==> config.mk <==
export PLATFORM = sky130hd
export DESIGN_NAME = lfmr_front
export DESIGN_NICKNAME = d
export VERILOG_FILES = /design/src/sv/lfmr_pkg.sv /design/src/sv/lfmr_front.sv
export SDC_FILE = /design/constraint.sdc
export NUM_CORES = 1
export LEC_CHECK = 0
export BUFFER_PORTS_ARGS = -buffer_cell sky130_fd_sc_hd__clkbuf_2
export CAP_MARGIN = 20
export CORE_AREA = 5 5 79 81
export DETAILED_ROUTE_END_ITERATION = 12
export DIE_AREA = 0 0 84 86
export PLACE_DENSITY = 0.72
export SYNTH_ARGS = -nofsm -noshare
export SYNTH_HDL_FRONTEND = slang
export SYNTH_SLANG_ARGS = --single-unit
==> constraint.sdc <==
create_clock -name clk -period 2.04 [get_ports clk]
set_clock_uncertainty 0.1 [all_clocks]
set_input_delay 0.204 -clock clk [delete_from_list [all_inputs] [get_ports clk]]
set_output_delay 0.204 -clock clk [all_outputs]
set_load 0.005 [all_outputs]
==> src/sv/lfmr_pkg.sv <==
// Shared types and constants for the length-framed message ring.
// Used by lfmr_front, lfmr_back and length_framed_message_ring_top.
package lfmr_pkg;

    localparam int RING_BYTES   = 4096;
    localparam int RING_IDX_W   = $clog2(RING_BYTES);
    localparam int PTR_W        = 17;
    localparam int HEADER_BYTES = 4;
    localparam int HDR_IDX_W    = $clog2(HEADER_BYTES);
    localparam int HDR_CNT_W    = $clog2(HEADER_BYTES + 1);
    localparam int LEN_W        = 16;
    localparam int FLEN_W       = 32;
    localparam int BYTE_W       = 8;

    localparam logic [LEN_W-1:0] MAX_MSG_RESET = 16'd4092;

    // APB byte address of max_message_bytes
    localparam logic [2:0] ADDR_MAX_MSG = 3'd0;

    typedef enum logic [1:0] {
        OP_SEND_OPEN = 2'd0,
        OP_SEND_BYTE = 2'd1,
        OP_RECV_OPEN = 2'd2,
        OP_RECV_BYTE = 2'd3
    } op_t;

    typedef enum logic [2:0] {
        ST_OK        = 3'd0,
        ST_RING_FULL = 3'd1,
        ST_TOO_LONG  = 3'd2,
        ST_NOTHING   = 3'd3,
        ST_TRUNCATED = 3'd4,
        ST_TOO_SMALL = 3'd5,
        ST_SEQ_ERROR = 3'd6
    } status_t;

    typedef enum logic [2:0] {
        BK_IDLE,
        BK_HDR_WR,
        BK_HDR_RD,
        BK_HDR_EVAL,
        BK_RD_BYTE
    } back_state_t;

    // classified item: length is msg_length for send_open, buffer_capacity otherwise
    typedef struct packed {
        op_t               op;
        logic [LEN_W-1:0]  length;
        logic [BYTE_W-1:0] data;
    } item_t;

    typedef struct packed {
        status_t           status;
        logic [FLEN_W-1:0] frame_length;
        logic [BYTE_W-1:0] out_byte;
        logic              last;
        logic [PTR_W-1:0]  pending;
    } result_t;

endpackage

==> src/sv/lfmr_front.sv <==
// Front end: accepts stream items, classifies them and queues them.
// Depends on lfmr_pkg.
module lfmr_front
(
    input  logic                   clk,
    input  logic                   rst_n,
    input  logic                   s_axis_tvalid,
    output logic                   s_axis_tready,
    input  logic [39:0]            s_axis_tdata,  // msg_length, buffer_capacity, in_byte
    input  logic [1:0]             s_axis_tuser,  // operation
    output logic                   item_valid,
    output lfmr_pkg::item_t        item,
    input  logic                   item_pop
);

    localparam int QUEUE_DEPTH = 2;
    localparam int QPTR_W      = $clog2(QUEUE_DEPTH);
    localparam int QCNT_W      = $clog2(QUEUE_DEPTH + 1);

    lfmr_pkg::item_t   queue_reg [QUEUE_DEPTH];
    lfmr_pkg::item_t   in_item;
    logic [QPTR_W-1:0] wr_ptr_reg, wr_ptr_next;
    logic [QPTR_W-1:0] rd_ptr_reg, rd_ptr_next;
    logic [QCNT_W-1:0] count_reg, count_next;
    logic              push;
    logic              pop;

    always_comb
    begin
        in_item.op   = lfmr_pkg::op_t'(s_axis_tuser);
        in_item.data = s_axis_tdata[39:32];
        if (lfmr_pkg::op_t'(s_axis_tuser) == lfmr_pkg::OP_SEND_OPEN)
        begin
            in_item.length = s_axis_tdata[15:0];
        end
        else
        begin
            in_item.length = s_axis_tdata[31:16];
        end
    end

    assign s_axis_tready = (count_reg != QCNT_W'(QUEUE_DEPTH));
    assign push          = s_axis_tvalid && s_axis_tready;
    assign item_valid    = (count_reg != '0);
    assign pop           = item_pop && item_valid;
    assign item          = queue_reg[rd_ptr_reg];

    always_comb
    begin
        wr_ptr_next = push ? wr_ptr_reg + 1'b1 : wr_ptr_reg;
        rd_ptr_next = pop ? rd_ptr_reg + 1'b1 : rd_ptr_reg;
        count_next  = count_reg;
        if (push && !pop)
        begin
            count_next = count_reg + 1'b1;
        end
        else if (pop && !push)
        begin
            count_next = count_reg - 1'b1;
        end
    end

    always_ff @(posedge clk or negedge rst_n)
    begin
        if (!rst_n)
        begin
            wr_ptr_reg <= '0;
            rd_ptr_reg <= '0;
            count_reg  <= '0;
        end
        else
        begin
            wr_ptr_reg <= wr_ptr_next;
            rd_ptr_reg <= rd_ptr_next;
            count_reg  <= count_next;
        end
    end

    always_ff @(posedge clk)
    begin
        if (push)
        begin
            queue_reg[wr_ptr_reg] <= in_item;
        end
    end

endmodule

==> results of run 1 <==
[power by group through the flow]
stage	logic [uW]	registers [uW]	clock network, uW
after floorplan	748	1670	0
after global placement	1170	1700	0
after detailed placement	1180	1720	0
after CTS	1200	1690	712
after global routing	1280	1720	751
final	1160	1680	696
[worst max-delay path by stage]
| stage | start | end | slack, ps | depth (start not counted) |
|---|---|---|---|---|
| 4_1_cts | rd_ptr_reg | item[10] | 170 | 3 |
| 5_1_grt | rd_ptr_reg | item[10] | 90 | 3 |
| 3_3_place_gp | s_axis_tuser[1] | queue_reg[0][14] | 490 | 4 |
| 3_5_place_dp | count_reg[0] | count_reg[1] | 480 | 6 |
| 2_1_floorplan | count_reg[0] | queue_reg[0][0] | 200 | 3 |
| 6_report | rd_ptr_reg | item[15] | 200 | 3 |
[area by class of cell]
class                           instances  area [um^2]
Clock buffer                            6         72.6
Clock inverter                          2         35.0
Fill cell                             442         2410
Inverter                                1         3.75
Multi-Input combinational cell         56          618
Sequential cell                        56         1660
Tap cell                               72         90.1
Timing Repair Buffer                   88          513
[routing by layer]
layer / routed length [um] / vias to the layer above / global-route usage [%]
li1: - / 626 / -
met1: 1850 / 615 / 14.8
met2: 1990 / 53 / 20.2
met3: 300 / 6 / 4.42
met4: 48 / 0 / 3.51
met5: 0 / - / 0
[placed cells by master, fill, tap and decap left out, types with 3 or more instances in the layout]
| cell | n |
|---|---|
| dfrtp_1 | 4 |
| mux2_2 | 31 |
| xnor2_1 | 3 |
| clkbuf_2 | 73 |
| dlygate4sd3_1 | 9 |
| buf_4 | 5 |
| edfxtp_1 | 52 |
| mux2_4 | 11 |
| clkbuf_8 | 5 |
[kinds of logic after synthesis]
| group | count (synthesis) | share of synthesized area, % |
|---|---|---|
| adders and majority gates | 1 | 0.536 |
| and+or+nand+nor | 8 | 1.93 |
| DFF | 56 | 71.2 |
| muxes | 42 | 22.0 |
| buffers and inverters | 5 | 2.46 |
| xor gates and xnor gates | 5 | 1.88 |
[what timing repair did]
action	4_1_cts	5_1_grt
resized for setup	0	0
endpoints found under the hold margin	20	0
setup endpoints to repair	0	0
hold buffers	9	0
[stage by stage]
step	instance area [um^2]	worst slack (ps)	utilization, %	power (uW)
finish	2990	195	55.4	3540
global route	2990	92.3	55.4	3740
CTS	2990	173	55.4	3600
detailed placement	2800	476	51.7	2890
global placement	2800	494	51.7	2870
floorplan	2340	198	-	2420
==> out/results.txt, run 1 <==
Required @ worst endpoint = 1740 ps
Main synth FF type = edfxtp_1
Synth area leaders = edfxtp_1 (67%), mux2_2 (15%), mux2_4 (7.1%), dfrtp_1 (4.3%), buf_6 (1.4%)
DRT Pass-1 Iters = 4
Final Max Slew Viols = 0
Gate power share = 32.8%
first-pass GRT wire length = 6690 um
Net Switching = 967 uW
worst r2r path cells = 6
CTS tree = done
post-synthesis cell area = 2330 um^2
Hold Path Stages = 1
Hold WS = 51.5 ps
Crit Path Max Fanout = 22
relative slew slack = 79.6%
reg2reg end = count_reg[1]
status = finished clean
top cell type's share of synthesized area = 66.9%
GRT Total Usage = 12.1%
CP Data Arrival Time = 1540 ps
cell-internal power = 2580 uW
Yosys Warn Count = 0
Layout area overhead = 28.2%
IO Pins = 74
dominant cell type by area after synthesis = edfxtp_1
Power Density = 1180 nW/um^2
postcts setup bufs = 0
Syn Area/Cell = 20.0 um^2
Slowest cell on crit path = dfrtp_1
largest net degree at the start of global routing = 23
Root Buffer = clkbuf_8
power share of the clock group = 19.6%
VDD IR-drop max = 0.504 mV
unique cell type count in the Yosys netlist = 16
Critical Path, Cell by Cell = buf_12 > mux2_2 > clkbuf_2
Worst setup EP type = output port
P_leak = 0.00122 uW
Commonest cells post-synth = edfxtp_1 (52), mux2_2 (31), mux2_4 (11), dfrtp_1 (4)
antenna violations before repair = 0
Diodes inserted = 0
Hold Crit Start = s_axis_tuser[1]
Post-Layout Cell Count = 281
Post-synth EDFFs = 52
delay-heaviest family, CP = flip-flops
Num Clock Sinks = 56
worst hold path type = in -> reg
count leader, synth = edfxtp_1
CP max stage delay = 530 ps
Die ar. = 7220 um^2
worst path bufs/invs = 2
Worst-Skew Late Latency = 300 ps
RSZ-0062 raised after global routing = false
Max Freq = 542 MHz
Sequential Power Share = 47.6%
Vias/cell = 4.63
# rows = 27
max_cap viols = 0
CTS Buffer Depth = 2
Post-Syn Instances = 117
gpl congestion = 0.684
register area share after synthesis = 71.2%
fraction of layout cells with a size suffix above 1 = 62.2%
Antenna Nets Post-Route = 0
Placed Instances = 264
clock transition at the registers of the reported paths = 90 ps
H-tree levels = 2
Wirelength per Cell = 14.9 um
Initial Utilization = 43.2%
grt total ovfl = 0
via count = 1300
CTS Buf Count = 5
Final period util = 90.4%
Setup CP Type = reg -> out
setup TNS = 0 ps
r2r startpoint = count_reg[0]
Core ar. = 5410 um^2
Buffers on Ports = 73
Die Width = 84 um
# nets final = 255
Worst R2R Setup Slack = 460 ps
# setup viols final = 0
post-synthesis net count = 164
Starting DRT DRC Count = 51
Chip Height = 86 um
Hold Vio Cnt, Final = 0
drt drc = 0
asr flop ratio synth = 7.14%
crit path launch type = flip-flop
max FFs per register = 52
Slew @ Worst Pin = 305 ps
Hold EP = queue_reg[1][25]
fin crit period = 1840 ps
synthesis-stage register bit count = 56
sw frac = 27.3%
Final HPWL DP = 3020 um
vias in the first global route = 1398
drt total wl = 4190 um
Power figures use the tool's default switching activity.
==> inputs of run 2 (changes only) <==
--- a/config.mk
+++ b/config.mk
@@ -10,6 +10,7 @@
 export CORE_AREA = 5 5 79 81
 export DETAILED_ROUTE_END_ITERATION = 12
 export DIE_AREA = 0 0 84 86
+export GPL_TIMING_DRIVEN = 0
 export PLACE_DENSITY = 0.72
 export SYNTH_ARGS = -nofsm -noshare
 export SYNTH_HDL_FRONTEND = slang
==> run 2 against run 1 <==
  * Non-clock buffer count unchanged
  * Via count up 1.8%
  * Die area unchanged
  * Wire length down 0.60%
  * Critical path depth up 1
  * Total power down 0.28%
  * Hold slack better by 3.3 ps
  * Count of clock-buffer cells in the layout up 2
  * Final cell count unchanged
  * First-iteration DRC count up 12%
  * Highest routed layer unchanged
==> out/results.txt, run 2 (synthesis results as in run 1) <==
Wirelength per Cell = 14.8 um
Starting DRT DRC Count = 57
Post-Place Setup Slack = 222 ps
grt total ovfl = 0
r2r startpoint = count_reg[0]
highest routing layer actually used = met4
Hold Vio Cnt, Final = 0
relative slew slack = 61.4%
Antenna Nets Post-Route = 0
Final Util = 56.0%
Die ar. = 7220 um^2
Root Buffer = clkbuf_8
Initial Utilization = 43.2%
first-pass GRT wire length = 6870 um
# setup viols final = 0
# rows = 27
Final Max Slew Viols = 0
routed wl met2 = 2130 um
VDD IR-drop max = 0.622 mV
# resized after CTS = 0
Worst-Skew Late Latency = 300 ps
Buffers on Ports = 73
RSZ-0062 raised after global routing = false
Final period util = 88.2%
crit path launch type = flip-flop
CTS tree = done
Core ar. = 5410 um^2
Final Power = 3530 uW
drt drc = 0
drt total wl = 4170 um
Worst setup EP type = flip-flop
DRT Pass-1 Iters = 4
Power Density = 1170 nW/um^2
GRT Total Usage = 12.4%
clock transition at the registers of the reported paths = 90 ps
largest net degree at the start of global routing = 19
IO Pins = 74
most common cell after layout, fill and taps aside = clkbuf_2
commonest cells after routing, fill and taps aside = clkbuf_2 (73), edfxtp_1 (52), mux2_2 (31)
# nets final = 255
P_leak = 0.00122 uW
CTS Buf Count = 5
CTS Buffer Depth = 2
worst path bufs/invs = 1
Final HPWL DP = 3090 um
Hold Crit Start = s_axis_tuser[1]
Hold EP = queue_reg[0][25]
delay-heaviest family, CP = simple AND/OR/NAND/NOR gates
final-layout fill cell count = 458
Layout area overhead = 29.6%
max FFs per register = 52
worst hold path type = in -> reg
final worst slack = 241 ps
Die Width = 84 um
via count = 1323
Critical Path, Cell by Cell = nand2b_1 > nand2_1 > nor2_2 > buf_8
CP max stage delay = 430 ps
CP Data Arrival Time = 1700 ps
Num Clock Sinks = 56
Slowest cell on crit path = nor2_2
Diodes inserted = 0
Slew @ Worst Pin = 579 ps
Hold Path Stages = 1
vias in the first global route = 1475
status = finished clean
fraction of layout cells with a size suffix above 1 = 62.2%
worst r2r path cells = 4
antenna violations before repair = 0
Placed Instances = 264
max_cap viols = 0
Worst R2R Setup Slack = 240 ps
Chip Height = 86 um
H-tree levels = 2
Crit Path Max Fanout = 18
Setup CP Type = reg -> reg
Cell Area, Placed = 2840 um^2
met3 wire len = 319 um
fin crit period = 1800 ps
reg2reg end = queue_reg[0][9]
Post-Layout Cell Count = 281
gpl congestion = 0.678
Vias/cell = 4.71
met1 wire length = 1660 um
Required @ worst endpoint = 1940 ps
Finished Cell Area = 3030 um^2
Max Freq = 556 MHz
postcts setup bufs = 0
==> run 2: changes by cell type in the layout (fill, tap and decap cells not counted), sizes merged <==
| cell | before | now |
|---|---|---|
| clkinv | 1 | 0 |
| bufinv | 1 | 0 |
| clkbuf | 79 | 81 |
==> run 2: where the power goes <==
part	switching (uW)	internal [uW]
clock	318	310
sequential	77.2	1580
combinational	574	670
total	969	2560
==> run 2: per-layer routing <==
metal | vias to the layer above | track usage, %
met1 | 640 | 13.5
met4 | 0 | 4.09
li1 | 625 | -
met5 | - | 0
met2 | 53 | 22.4
met3 | 5 | 4.42
==> run 2: area by class of cell <==
class                           count  area (um^2)  share of cell area [%]
Clock buffer                        8          100                    3.31
Buffer                              4         53.8                    1.78
Timing Repair Buffer               84          498                    16.5
Multi-Input combinational cell     56          618                    20.4
Inverter                            1         3.75                   0.124
Tap cell                           72         90.1                    2.98
Sequential cell                    56         1660                    54.9
==> run 2: what timing repair did <==
item                                    CTS  global route
hold buffers                              9             0
endpoints found under the hold margin    20             0
endpoints found under the setup margin    0             0
==> run 2: worst max-delay path by stage <==
stage            startpoint                to  slack [ps]  cells after the start
2_1_floorplan  count_reg[0]   queue_reg[0][0]         200                      3
3_3_place_gp   count_reg[0]  queue_reg[0][18]        -220                      3
3_5_place_dp   count_reg[0]  queue_reg[0][18]         220                      4
4_1_cts        count_reg[0]   queue_reg[0][9]         200                      4
5_1_grt        count_reg[0]   queue_reg[0][9]         130                      4
6_report       count_reg[0]   queue_reg[0][9]         240                      4
==> run 2: worst register-to-register path, cell delays in order, from the launching register on <==
cell	delay, ps
dfrtp_1	420
nand2b_1	160
nand2_1	120
nor2_2	440
buf_8	260
==> run 2: per-stage QoR <==
step	setup TNS (ps)	hold slack (ps)
global route	0	39.3
global placement	-7850	-82.3
CTS	0	43.6
finish	0	54.8
detailed placement	0	-79.8
floorplan	0	-192
